<file path="config.mk">
export PLATFORM = sky130hd
export DESIGN_NAME = bucketed_hash_set_unit
export DESIGN_NICKNAME = d
export VERILOG_FILES = /design/src/rtl/bhs_pkg.sv /design/src/rtl/bhs_mod.sv /design/src/rtl/bhs_store.sv /design/src/rtl/bhs_match.sv /design/src/rtl/bucketed_hash_set_unit.sv
export SDC_FILE = /design/constraint.sdc
export NUM_CORES = 2
export LEC_CHECK = 0
export ABC_AREA = 1
export ABC_CLOCK_PERIOD_IN_PS = 16700
export BUFFER_PORTS_ARGS = -buffer_cell sky130_fd_sc_hd__buf_2
export CORE_MARGIN = 4
export CORE_UTILIZATION = 45
export CTS_CLUSTER_DIAMETER = 30
export DETAILED_ROUTE_END_ITERATION = 12
export PLACE_DENSITY = 0.64
export SKIP_CTS_REPAIR_TIMING = 1
export SLEW_MARGIN = 15
export SYNTH_ARGS = -nofsm -noshare
export SYNTH_HDL_FRONTEND = slang
export SYNTH_SLANG_ARGS = --single-unit
export TNS_END_PERCENT = 50
</file>
<file path="constraint.sdc">
create_clock -name clk -period 16.7 [get_ports clk]
set_input_delay 3.34 -clock clk [delete_from_list [all_inputs] [get_ports clk]]
set_output_delay 3.34 -clock clk [all_outputs]
set_load 0.03 [all_outputs]
</file>
<file path="src/rtl/bhs_pkg.sv">
// ----------------------------------------------------------------------------
// bhs_pkg
// Shared codes, widths and control structs of the bucketed hash set unit.
// ----------------------------------------------------------------------------
package bhs_pkg;

    localparam int KEY_W    = 31;
    localparam int FUNC_W   = 2;
    localparam int STATUS_W = 2;

    // operation codes
    localparam logic [FUNC_W-1:0] FUNC_FIND   = 2'd0;
    localparam logic [FUNC_W-1:0] FUNC_INSERT = 2'd1;
    localparam logic [FUNC_W-1:0] FUNC_DELETE = 2'd2;

    // status codes
    localparam logic [STATUS_W-1:0] ST_OK     = 2'd0;
    localparam logic [STATUS_W-1:0] ST_ABSENT = 2'd1;
    localparam logic [STATUS_W-1:0] ST_FULL   = 2'd2;

    // bucket memory command
    typedef struct packed {
        logic rd;
        logic wr;
    } bhs_mem_cmd_t;

    // outcome of one operation on the bucket that was read
    typedef struct packed {
        logic                wr;
        logic [STATUS_W-1:0] status;
    } bhs_verdict_t;

endpackage

</file>
<file path="src/rtl/bhs_mod.sv">
// ----------------------------------------------------------------------------
// bhs_mod
// Pipelined key modulo bucket count: reciprocal multiply, then one correction.
// ----------------------------------------------------------------------------
module bhs_mod #(
    parameter int NUM_BUCKETS = 10
) (
    input  logic                       clk,
    input  logic                       rst_n,
    input  logic                       start,
    input  logic [bhs_pkg::KEY_W-1:0]  key,
    output logic                       done,
    output logic [((NUM_BUCKETS > 1) ? $clog2(NUM_BUCKETS) : 1)-1:0] bucket
);
    import bhs_pkg::*;

    localparam int BKT_W  = (NUM_BUCKETS > 1) ? $clog2(NUM_BUCKETS) : 1;
    // quotient estimate is at most one low, so the raw remainder stays below 2N
    localparam int REM_W  = $clog2(2 * NUM_BUCKETS);
    localparam int RCP_W  = 32;
    localparam int PROD_W = KEY_W + RCP_W;
    localparam logic [63:0] RECIP_FULL = 64'hFFFF_FFFF / 64'(NUM_BUCKETS);
    localparam logic [RCP_W-1:0] RECIP = RECIP_FULL[RCP_W-1:0];
    localparam logic [REM_W-1:0] NB    = REM_W'(NUM_BUCKETS);

    logic [PROD_W-1:0] prod_reg;
    logic [PROD_W-1:0] prod_next;
    logic [REM_W-1:0]  key1_reg;
    logic [REM_W-1:0]  key2_reg;
    logic [REM_W-1:0]  qn_reg;
    logic [REM_W-1:0]  qn_next;
    logic [2*REM_W-1:0] qn_full;
    logic [REM_W-1:0]  q_low;
    logic [REM_W-1:0]  rem_raw;
    logic [REM_W-1:0]  rem_fix;
    logic              v1_reg;
    logic              v2_reg;

    assign prod_next = PROD_W'(key) * PROD_W'(RECIP);

    // only the low bits of q*N matter, the remainder is known to be small
    assign q_low   = prod_reg[RCP_W +: REM_W];
    assign qn_full = q_low * NB;
    assign qn_next = qn_full[REM_W-1:0];

    assign rem_raw = key2_reg - qn_reg;
    assign rem_fix = (rem_raw >= NB) ? (rem_raw - NB) : rem_raw;

    always_ff @(posedge clk or negedge rst_n)
    begin
        if (!rst_n)
        begin
            v1_reg <= 1'b0;
            v2_reg <= 1'b0;
        end
        else
        begin
            v1_reg <= start;
            v2_reg <= v1_reg;
        end
    end

    always_ff @(posedge clk)
    begin
        prod_reg <= prod_next;
        key1_reg <= key[REM_W-1:0];
        key2_reg <= key1_reg;
        qn_reg   <= qn_next;
    end

    assign done   = v2_reg;
    assign bucket = rem_fix[BKT_W-1:0];

    property p_bucket_range;
        @(posedge clk) disable iff (!rst_n)
        done |-> (rem_fix < NB);
    endproperty
    a_bucket_range: assert property (p_bucket_range)
        else $error("bucket index out of range");

    property p_done_follows_start;
        @(posedge clk) disable iff (!rst_n)
        start |=> ##1 done;
    endproperty
    a_done_follows_start: assert property (p_done_follows_start)
        else $error("modulo result did not follow start");

    property p_no_overlap;
        @(posedge clk) disable iff (!rst_n)
        v1_reg |-> !start;
    endproperty
    a_no_overlap: assert property (p_no_overlap)
        else $error("new key started while modulo busy");

endmodule

</file>
<file path="src/rtl/bhs_store.sv">
// ----------------------------------------------------------------------------
// bhs_store
// Bucket memory: one row per bucket holding its slot keys and used mask.
// ----------------------------------------------------------------------------
module bhs_store #(
    parameter int NUM_BUCKETS  = 10,
    parameter int BUCKET_SLOTS = 8
) (
    input  logic                                        clk,
    input  logic                                        rst_n,
    input  bhs_pkg::bhs_mem_cmd_t                       cmd,
    input  logic [((NUM_BUCKETS > 1) ? $clog2(NUM_BUCKETS) : 1)-1:0] addr,
    input  logic [BUCKET_SLOTS*bhs_pkg::KEY_W-1:0]      wr_keys,
    input  logic [BUCKET_SLOTS-1:0]                     wr_used,
    output logic [BUCKET_SLOTS*bhs_pkg::KEY_W-1:0]      rd_keys,
    output logic [BUCKET_SLOTS-1:0]                     rd_used
);
    import bhs_pkg::*;

    localparam int BKT_W = (NUM_BUCKETS > 1) ? $clog2(NUM_BUCKETS) : 1;
    localparam int KEYS_W = BUCKET_SLOTS * KEY_W;
    localparam int ROW_W  = KEYS_W + BUCKET_SLOTS;

    logic [ROW_W-1:0]       mem [NUM_BUCKETS];
    logic [ROW_W-1:0]       rd_row_reg;
    logic [BKT_W-1:0]       addr_reg;
    logic [NUM_BUCKETS-1:0] row_valid_reg;
    logic                   rd_valid_reg;

    // writes go back to the row of the last read
    always_ff @(posedge clk)
    begin
        if (cmd.wr)
        begin
            mem[addr_reg] <= {wr_used, wr_keys};
        end
        if (cmd.rd)
        begin
            rd_row_reg <= mem[addr];
            addr_reg   <= addr;
        end
    end

    // a row never written reads as an empty bucket
    always_ff @(posedge clk or negedge rst_n)
    begin
        if (!rst_n)
        begin
            row_valid_reg <= '0;
            rd_valid_reg  <= 1'b0;
        end
        else
        begin
            if (cmd.wr)
            begin
                row_valid_reg[addr_reg] <= 1'b1;
            end
            if (cmd.rd)
            begin
                rd_valid_reg <= row_valid_reg[addr];
            end
        end
    end

    assign rd_keys = rd_row_reg[KEYS_W-1:0];
    assign rd_used = rd_row_reg[ROW_W-1:KEYS_W] & {BUCKET_SLOTS{rd_valid_reg}};

endmodule

</file>
<file path="src/rtl/bhs_match.sv">
// ----------------------------------------------------------------------------
// bhs_match
// Slot compare and update: decides status and the new row for one operation.
// ----------------------------------------------------------------------------
module bhs_match #(
    parameter int BUCKET_SLOTS = 8
) (
    input  logic [bhs_pkg::FUNC_W-1:0]             func,
    input  logic [bhs_pkg::KEY_W-1:0]              key,
    input  logic [BUCKET_SLOTS*bhs_pkg::KEY_W-1:0] rd_keys,
    input  logic [BUCKET_SLOTS-1:0]                rd_used,
    output bhs_pkg::bhs_verdict_t                  verdict,
    output logic [BUCKET_SLOTS*bhs_pkg::KEY_W-1:0] wr_keys,
    output logic [BUCKET_SLOTS-1:0]                wr_used
);
    import bhs_pkg::*;

    logic [BUCKET_SLOTS-1:0]       hit;
    logic [BUCKET_SLOTS-1:0]       free;
    logic [BUCKET_SLOTS-1:0]       first_free;
    logic [BUCKET_SLOTS*KEY_W-1:0] ins_keys;
    logic                          any_hit;
    logic                          full;

    always_comb
    begin
        for (int s = 0; s < BUCKET_SLOTS; s++)
        begin
            hit[s] = rd_used[s] && (rd_keys[s*KEY_W +: KEY_W] == key);
        end
    end

    // lowest free slot as a one-hot mask
    assign free       = ~rd_used;
    assign first_free = free & (~free + BUCKET_SLOTS'(1));
    assign any_hit    = |hit;
    assign full       = ~|free;

    always_comb
    begin
        for (int s = 0; s < BUCKET_SLOTS; s++)
        begin
            ins_keys[s*KEY_W +: KEY_W] = first_free[s] ? key : rd_keys[s*KEY_W +: KEY_W];
        end
    end

    always_comb
    begin
        verdict.wr     = 1'b0;
        verdict.status = ST_ABSENT;
        wr_keys        = rd_keys;
        wr_used        = rd_used;
        case (func)
            FUNC_FIND:
            begin
                verdict.status = any_hit ? ST_OK : ST_ABSENT;
            end
            FUNC_INSERT:
            begin
                if (any_hit)
                begin
                    verdict.status = ST_ABSENT;
                end
                else if (full)
                begin
                    verdict.status = ST_FULL;
                end
                else
                begin
                    verdict.status = ST_OK;
                    verdict.wr     = 1'b1;
                    wr_keys        = ins_keys;
                    wr_used        = rd_used | first_free;
                end
            end
            FUNC_DELETE:
            begin
                if (any_hit)
                begin
                    verdict.status = ST_OK;
                    verdict.wr     = 1'b1;
                    wr_used        = rd_used & ~hit;
                end
            end
            default:
            begin
                verdict.status = ST_ABSENT;
            end
        endcase
    end

endmodule

</file>
<file path="src/rtl/bucketed_hash_set_unit.sv">
// ----------------------------------------------------------------------------
// bucketed_hash_set_unit
// Set of 31-bit keys in buckets chosen by key modulo the bucket count.
// ----------------------------------------------------------------------------
// Usage:
//   s_axis carries one request per transaction: an operation (find, insert,
//   delete) and a key. m_axis returns one status per request, in order:
//   0 success or found, 1 absent or duplicate, 2 bucket full.
//   A request passes from acceptance to the next acceptance through the
//   reciprocal-multiply modulo pipeline (its last stage issues the
//   synchronous read of the bucket row), a state with the row in the read
//   register, a state that compares the slots and writes the row back once
//   the output register is free, and the idle state in which s_axis_tready
//   is high again. The status enters the output register when the request
//   resolves. Only one request is in flight, so the read and write-back of a
//   row never overlap with another access.
//   The status sits in an output register; the next request is taken while
//   it waits. If the receiver still holds off when the following status is
//   ready, the unit waits with that request and s_axis_tready stays low.
//   Reset empties the set at once (per-row valid bits) and clears all
//   handshake state; no clearing pass is needed.
// ----------------------------------------------------------------------------
module bucketed_hash_set_unit #(
    parameter int NUM_BUCKETS  = 10,
    parameter int BUCKET_SLOTS = 8
) (
    input  logic        clk,
    input  logic        rst_n,
    input  logic        s_axis_tvalid,
    output logic        s_axis_tready,
    input  logic [39:0] s_axis_tdata,   // func[1:0], key[32:2], zero pad [39:33]
    output logic        m_axis_tvalid,
    input  logic        m_axis_tready,
    output logic [7:0]  m_axis_tdata    // status[1:0], zero pad [7:2]
);
    import bhs_pkg::*;

    localparam int BKT_W  = (NUM_BUCKETS > 1) ? $clog2(NUM_BUCKETS) : 1;
    localparam int KEYS_W = BUCKET_SLOTS * KEY_W;

    localparam logic [1:0] S_IDLE    = 2'd0;
    localparam logic [1:0] S_DIV     = 2'd1;
    localparam logic [1:0] S_READ    = 2'd2;
    localparam logic [1:0] S_RESOLVE = 2'd3;

    logic [1:0]          state_reg;
    logic [1:0]          state_next;
    logic [FUNC_W-1:0]   func_reg;
    logic [KEY_W-1:0]    key_reg;
    logic                out_valid_reg;
    logic [STATUS_W-1:0] status_reg;

    logic                accept;
    logic                out_free;
    logic                finish;
    logic                mod_done;
    logic [BKT_W-1:0]    bucket;
    bhs_mem_cmd_t        mem_cmd;
    bhs_verdict_t        verdict;
    logic [KEYS_W-1:0]   rd_keys;
    logic [KEYS_W-1:0]   wr_keys;
    logic [BUCKET_SLOTS-1:0] rd_used;
    logic [BUCKET_SLOTS-1:0] wr_used;

    assign s_axis_tready = (state_reg == S_IDLE);
    assign accept        = s_axis_tvalid && s_axis_tready;
    assign out_free      = !out_valid_reg || m_axis_tready;
    assign finish        = (state_reg == S_RESOLVE) && out_free;

    bhs_mod #(
        .NUM_BUCKETS (NUM_BUCKETS)
    ) u_mod (
        .clk    (clk),
        .rst_n  (rst_n),
        .start  (accept),
        .key    (s_axis_tdata[FUNC_W +: KEY_W]),
        .done   (mod_done),
        .bucket (bucket)
    );

    assign mem_cmd.rd = mod_done;
    assign mem_cmd.wr = finish && verdict.wr;

    bhs_store #(
        .NUM_BUCKETS  (NUM_BUCKETS),
        .BUCKET_SLOTS (BUCKET_SLOTS)
    ) u_store (
        .clk     (clk),
        .rst_n   (rst_n),
        .cmd     (mem_cmd),
        .addr    (bucket),
        .wr_keys (wr_keys),
        .wr_used (wr_used),
        .rd_keys (rd_keys),
        .rd_used (rd_used)
    );

    bhs_match #(
        .BUCKET_SLOTS (BUCKET_SLOTS)
    ) u_match (
        .func    (func_reg),
        .key     (key_reg),
        .rd_keys (rd_keys),
        .rd_used (rd_used),
        .verdict (verdict),
        .wr_keys (wr_keys),
        .wr_used (wr_used)
    );

    always_comb
    begin
        state_next = state_reg;
        case (state_reg)
            S_IDLE:
            begin
                if (accept)
                begin
                    state_next = S_DIV;
                end
            end
            S_DIV:
            begin
                if (mod_done)
                begin
                    state_next = S_READ;
                end
            end
            S_READ:
            begin
                state_next = S_RESOLVE;
            end
            S_RESOLVE:
            begin
                if (out_free)
                begin
                    state_next = S_IDLE;
                end
            end
            default:
            begin
                state_next = S_IDLE;
            end
        endcase
    end

    always_ff @(posedge clk or negedge rst_n)
    begin
        if (!rst_n)
        begin
            state_reg     <= S_IDLE;
            out_valid_reg <= 1'b0;
        end
        else
        begin
            state_reg <= state_next;
            if (finish)
            begin
                out_valid_reg <= 1'b1;
            end
            else if (m_axis_tready)
            begin
                out_valid_reg <= 1'b0;
            end
        end
    end

    always_ff @(posedge clk)
    begin
        if (accept)
        begin
            func_reg <= s_axis_tdata[FUNC_W-1:0];
            key_reg  <= s_axis_tdata[FUNC_W +: KEY_W];
        end
        if (finish)
        begin
            status_reg <= verdict.status;
        end
    end

    assign m_axis_tvalid = out_valid_reg;
    assign m_axis_tdata  = {(8 - STATUS_W)'(0), status_reg};

    property p_write_only_resolve;
        @(posedge clk) disable iff (!rst_n)
        mem_cmd.wr |-> (state_reg == S_RESOLVE);
    endproperty
    a_write_only_resolve: assert property (p_write_only_resolve)
        else $error("bucket write outside resolve");

    property p_read_only_div;
        @(posedge clk) disable iff (!rst_n)
        mod_done |-> (state_reg == S_DIV);
    endproperty
    a_read_only_div: assert property (p_read_only_div)
        else $error("bucket read outside modulo wait");

    property p_finish_shows_result;
        @(posedge clk) disable iff (!rst_n)
        finish |=> (m_axis_tvalid && state_reg == S_IDLE);
    endproperty
    a_finish_shows_result: assert property (p_finish_shows_result)
        else $error("finished request did not reach output register");

    property p_accept_starts;
        @(posedge clk) disable iff (!rst_n)
        accept |=> (state_reg == S_DIV);
    endproperty
    a_accept_starts: assert property (p_accept_starts)
        else $error("accepted request did not start");

    property p_status_code;
        @(posedge clk) disable iff (!rst_n)
        m_axis_tvalid |-> (status_reg == ST_OK || status_reg == ST_ABSENT
                           || status_reg == ST_FULL);
    endproperty
    a_status_code: assert property (p_status_code)
        else $error("invalid status code");

endmodule

</file>
======== Word level (Yosys, flattened, before mapping) ========
Memory sizes are Yosys's and may differ from the RTL's. A register that Yosys moved wholly into a read port is not among the register bits.
Index checks and enable logic that the tools add are counted.
storage, ports and cells
  bits of input ports ..................... 44
  register bits after elaboration ......... 106
  memories ................................ 1
  output and inout port bits .............. 10
  logic and storage cells ................. 104
  bits in writable memories ............... 2560
memories
  name         words  width  read ports  clocked after Yosys merged registers in  write ports  RTL line         text
  u_store.mem  10     256    1           1                                        1            bhs_store.sv:24  logic [ROW_W-1:0] mem [NUM_BUCKETS];
cells by class
  $mul .................................... 2
  reduce and logical (&&, ||, !) cells .... 20
  bitwise gates (word level) .............. 8
  magnitude comparators ................... 4
  add/sub/neg operators ................... 3
  mux-type cells .......................... 36
  eq/ne operators ......................... 16
operators by type and width
  operator                                                               number
  248-bit 2-to-1 mux                                                     3
  31-bit == test                                                         8
  31-bit 2-to-1 mux                                                      8
  31-bit by 29-bit multiplier with 37-bit output, second input constant  1
  8-bit bitwise AND                                                      3
  8-bit 2-to-1 mux                                                       3
  8-bit NOT                                                              3
  8-bit one-hot mux with 2 select lines                                  1
  8-bit OR reduction                                                     2
  1-bit logical AND                                                      12
  4-bit by 5-bit < comparator with 1-bit output, second input constant   2
  2-bit 2-to-1 mux                                                       5
  10-bit OR                                                              1
  1-bit 2-to-1 mux                                                       9
  8-bit by 1-bit adder with 8-bit output, second input constant          1
  8-bit OR                                                               1
  2-bit one-hot mux with 4 select lines                                  1
  2-bit == test, second input constant                                   3
  2-bit one-hot mux with 3 select lines                                  1
  5-bit by 4-bit >= comparator with 1-bit output, second input constant  1
  5-bit by 3-bit multiplier with 4-bit output, second input constant     1
  5-bit subtractor                                                       1
  1-bit binary-select mux with 4-bit select                              1
  1-bit demux with 4-bit select                                          1
  13 further kinds                                                       16

======== Longest topological paths before layout ========
  word-level depth ........................ 9
  mapped depth ............................ 27
  gate-level depth less buffers ........... 27

======== Cells and area by module ========
Synthesis repeated with hierarchy kept, for this count alone.
unflattened totals
  cell total of the unflattened synthesis .. 11384
  area total of the unflattened synthesis .. 131377.3 sq um
by module, submodules not included
  module                  cells an instance  area an instance (sq um)  instances  seq. area each (sq um)
  bhs_store               8282               110479.7                  1          84956.5
  bhs_mod                 1157               10344.9                   1          410.4
  bhs_match               1870               9210.1                    1          0.0
  bucketed_hash_set_unit  75                 1342.5                    1          1126.1

======== Worst setup path before layout ========
Ideal clock, no wire load.
  path type ............................... input port to flip-flop
  start ................................... input port m_axis_tready
  end ..................................... memory u_store.mem[8][0] (netlist bit), enable pin
  setup time .............................. 0.877 ns
  path slack .............................. 1.132 ns
  arrival ................................. 14.690 ns
  data required time ...................... 15.823 ns
  stages on the path ...................... 7
  buffers on the path ..................... 1
  cell sequence ........................... inv_1 nand2_1 nand2_1 nor2_1 clkbuf_1 nand3_1 nor2_1
between the ends
  longest elaborated chain between the ends .. 5
RTL lines
  item                                    RTL line                      text
  start: declaration                      bucketed_hash_set_unit.sv:33  input logic m_axis_tready,
  1-bit logical OR                        bucketed_hash_set_unit.sv:67  assign out_free = !out_valid_reg || m_axis_tready;
  1-bit logical AND                       bucketed_hash_set_unit.sv:68  assign finish = (state_reg == S_RESOLVE) && out_free;
  1-bit logical AND                       bucketed_hash_set_unit.sv:82  assign mem_cmd.wr = finish && verdict.wr;
  1-bit 2-to-1 mux                        bhs_store.sv:33               if (cmd.wr)
  1-bit 2-to-1 mux (implied by the code)  bhs_store.sv:35               mem[addr_reg] <= {wr_used, wr_keys};
  end: declaration                        bhs_store.sv:24
No other way between the ends.

======== Worst setup path in the final report ========
  start ................................... input port s_axis_tdata[12]
  end ..................................... register u_mod.prod_reg[35]
between the ends
  longest elaborated chain between the ends .. 1
RTL lines
  item                                            RTL line                      text
  start: declaration                              bucketed_hash_set_unit.sv:31  input logic [39:0] s_axis_tdata,
  31-bit by 29-bit multiplier with 37-bit output  bhs_mod.sv:39                 assign prod_next = PROD_W'(key) * PROD_W'(RECIP);
  net u_mod.prod_next[35]                         bhs_mod.sv:27                 logic [PROD_W-1:0] prod_next;
  end signal: assignment                          bhs_mod.sv:65                 prod_reg <= prod_next;
  end: declaration                                bhs_mod.sv:26                 logic [PROD_W-1:0] prod_reg;
The timed path passes the listed nets, and every way through them passes these cells.
A chain may end at the register's enable or synchronous reset.

==> results.sh <==
export IMPL_io_pins=54
export IMPL_critPathArrivalTime_ps=9530
export IMPL_synth_seq_cells=2889
export IMPL_max_cap_viol_count=0
export IMPL_antenna_found_initial=9
export IMPL_drive_gt1_share_pct=8.91
export IMPL_worstPathRequired_ps=17510
export IMPL_synth_distinct_cells=48
export IMPL_use_met3_pct=5.01
export IMPL_vias=87700
export IMPL_grt_busiest_layer="met2"
export IMPL_fin_ws_ps=7980
export IMPL_io_buffers=40
export IMPL_grt_pass1_wl_microns=548000
export IMPL_syn_cell_area_sq_mm=0.130
export IMPL_grtUsageMet2_pct=39.6
export IMPL_overflow=0
export IMPL_tritoncts="yes"
export IMPL_fin_crit_ps=8720
export IMPL_routedWlPerCell_microns=23.8
export IMPL_hold_viol=0
export IMPL_drc=0
export IMPL_cts_max_path_buffers=4
export IMPL_r2r_start="key_reg[21]"
export IMPL_nFillCells=23900
export IMPL_slew_violations=0
export IMPL_r2r_worst_path_cells=17
export IMPL_min_path_type="reg -> reg"
export IMPL_endpoint_kind="flop"
export IMPL_area_growth_pct=15.4
export IMPL_cp_max_fo=7
export IMPL_cp_start_kind="input port"
export IMPL_timing_final_crit_share_pct=52.2
export IMPL_dp_hpwl_microns=197000
export IMPL_irDropWorstVdd_uv=812
export IMPL_powerDensity_mw_per_mm2=233
export IMPL_track_usage_pct=24.3
export IMPL_r2r_end="u_store.mem[3][177]"
export IMPL_slew_headroom_pct=20.1
export IMPL_grt_pass1_vias=86200
export IMPL_die_height_microns=546
export IMPL_clkTransAtPathRegs_ps=50
export IMPL_htreeDepth=5
export IMPL_yosysWarnings=0
export IMPL_seq_area_sq_mm=0.0865
export IMPL_cts_sinks=2889
export IMPL_post_place_ws_ps=7090
export IMPL_dieWidth_microns=546
export IMPL_synth_cells=11400
export IMPL_skew_ps=105
export IMPL_largest_reg_flops=2560
export IMPL_power_leakage_nw=57.8
export IMPL_clockRootBuffer="clkbuf_16"
export IMPL_seq_area_frac_synth_pct=66.4
export IMPL_setup_tns_ps=0
export IMPL_rsz0062_at_grt="no"
export IMPL_min_to="u_mod.key2_reg[0]"
export IMPL_tightest_slew_ps=1190
export IMPL_clk_latency_ps=960
export IMPL_fmax_mhz=115
export IMPL_numCtsBuffers=482
export IMPL_synth_flop_cell="edfxtp_1"
export IMPL_initial_core_util_pct=45.2
export IMPL_core_sq_mm=0.288
export IMPL_finish_net_count=11900
export IMPL_use_met1_pct=31.3
export IMPL_grt_max_degree=223
export IMPL_final_antenna_net_count=0
export IMPL_min_from="u_mod.key1_reg[0]"
export IMPL_crit_type="in -> reg"
export IMPL_place_gp_congestion=0.879
export IMPL_core_rowCount=197
export IMPL_outcome="finished clean"
export IMPL_setup_viol=0
export IMPL_ys_async_sr_fraction_pct=0.554
export IMPL_multi_input_area_sq_mm=0.0387
export IMPL_synth_edf_count=2855
export IMPL_avgViaCountPerCell=5.61
export IMPL_r2r_setup_slack_ps=8590
export IMPL_syn_area_per_cell_sq_um=11.4
export IMPL_die_area_sq_mm=0.298
export IMPL_wl_microns=372000
export IMPL_hold_path_depth=0
export IMPL_drt_iter0_markers=9565
export IMPL_dr_pass1_iters=8
-- through the flow --
step / utilization (%) / power, mW / area (sq um) / std cells / hold slack (ps)
6_report: 52.2 / 35.0 / 150000 / 15600 / 317
5_1_grt: 52.2 / 37.1 / 150000 / 15600 / 318
4_1_cts: 52.2 / 35.1 / 150000 / 15600 / 319
3_5_place_dp: 46.4 / 24.9 / 134000 / 14700 / 312
3_3_place_gp: 46.4 / 24.8 / 134000 / 14700 / 311
2_1_floorplan: - / 20.3 / 130000 / 11400 / 310
-- worst max-delay path by stage --
stage	start	slack (ps)	end	cells after the start
finish	s_axis_tdata[12]	7980	u_mod.prod_reg[35]	26
CTS	s_axis_tdata[12]	8020	u_mod.prod_reg[35]	26
global placement	s_axis_tdata[12]	7040	u_mod.prod_reg[35]	26
detailed placement	s_axis_tdata[12]	7090	u_mod.prod_reg[35]	26
global route	s_axis_tdata[12]	7750	u_mod.prod_reg[35]	26
floorplan	m_axis_tready	1130	u_store.mem[8][0]	7
-- synthesized netlist by cell type, types with 16 or more instances --
master	number	share of area, %
buf_4	82	0.47
dfrtp_1	16	0.31
nor2_1	117	0.34
xnor2_1	170	1.1
buf_1	30	0.086
dfxtp_1	18	0.28
xor2_1	37	0.25
mux2i_1	256	2.0
nand2_1	3870	11
nand4_1	50	0.24
clkbuf_1	380	1.1
o21ai_1	331	1.3
inv_1	567	1.6
fa_1	205	3.1
edfxtp_1	2855	66
ha_1	226	2.2
buf_2	143	0.55
a21oi_1	35	0.13
buf_6	18	0.16
inv_2	28	0.081
o21ai_0	206	0.79
nand3_1	1705	6.5
-- power by group --
part	switching [mW]	internal, mW	total, mW
Sequential	0.314	9.60	9.91
Clock	3.58	6.48	10.1
Combinational	10.6	4.48	15.0
-- layer usage --
layer | wire [microns] | vias to the layer above
li1 | - | 39400
met1 | 145000 | 43000
met2 | 174000 | 4403
met3 | 35900 | 858
met4 | 17700 | 2
met5 | 13 | -
-- cell families (layout without fill, tap and decap cells) --
family,count (synthesis),in the layout,synth area share (%)
DFF,2889,2889,66.4
adders and majority gates,431,431,5.32
xor gates and xnor gates,208,208,1.40
buffers and inverters,1248,1675,4.07
other,1,15,0.00288
muxes,256,256,1.97
AOI/OAI and AO/OA,597,597,2.34
and+or+nand+nor,5785,5785,18.5
-- placed cells by master (no fill, tap or decap), types with 114 or more instances in the layout --
cell       synthesis  final
o21ai_0          206    206
o21ai_1          331    331
inv_1            567    558
ha_1             226    225
xnor2_1          170    170
fa_1             205    205
nand2_1         3870   3867
mux2i_1          256    256
buf_4             82    129
clkbuf_16          0    484
edfxtp_1        2855   2855
nor2_1           117    114
nand3_1         1705   1704
-- worst max-delay path, cell delays in order --
cell,delay (ps)
buf_2,250
ha_1,420
inv_1,110
fa_1,540
inv_1,60
fa_1,520
inv_1,70
fa_1,510
inv_1,60
fa_1,570
fa_1,430
fa_1,500
inv_1,50
fa_1,480
inv_1,50
ha_1,300
a21oi_1,150
o21ai_0,90
nand2_1,60
o211ai_1,120
a21oi_1,170
o21ai_0,90
a21oi_1,390
inv_1,80
nand2_1,80
nand2_1,40
-- cell type report --
| class | instances | area share [%] |
|---|---|---|
| Antenna cell | 9 | 0.0150 |
| Clock buffer | 526 | 8.15 |
| Clock inverter | 368 | 2.97 |
| Inverter | 595 | 1.53 |
| Multi-Input combinational cell | 7283 | 25.7 |
| Sequential cell | 2889 | 57.5 |
| Tap cell | 3781 | 3.14 |
| Timing Repair Buffer | 186 | 1.00 |
Power figures use the tool's default switching activity.
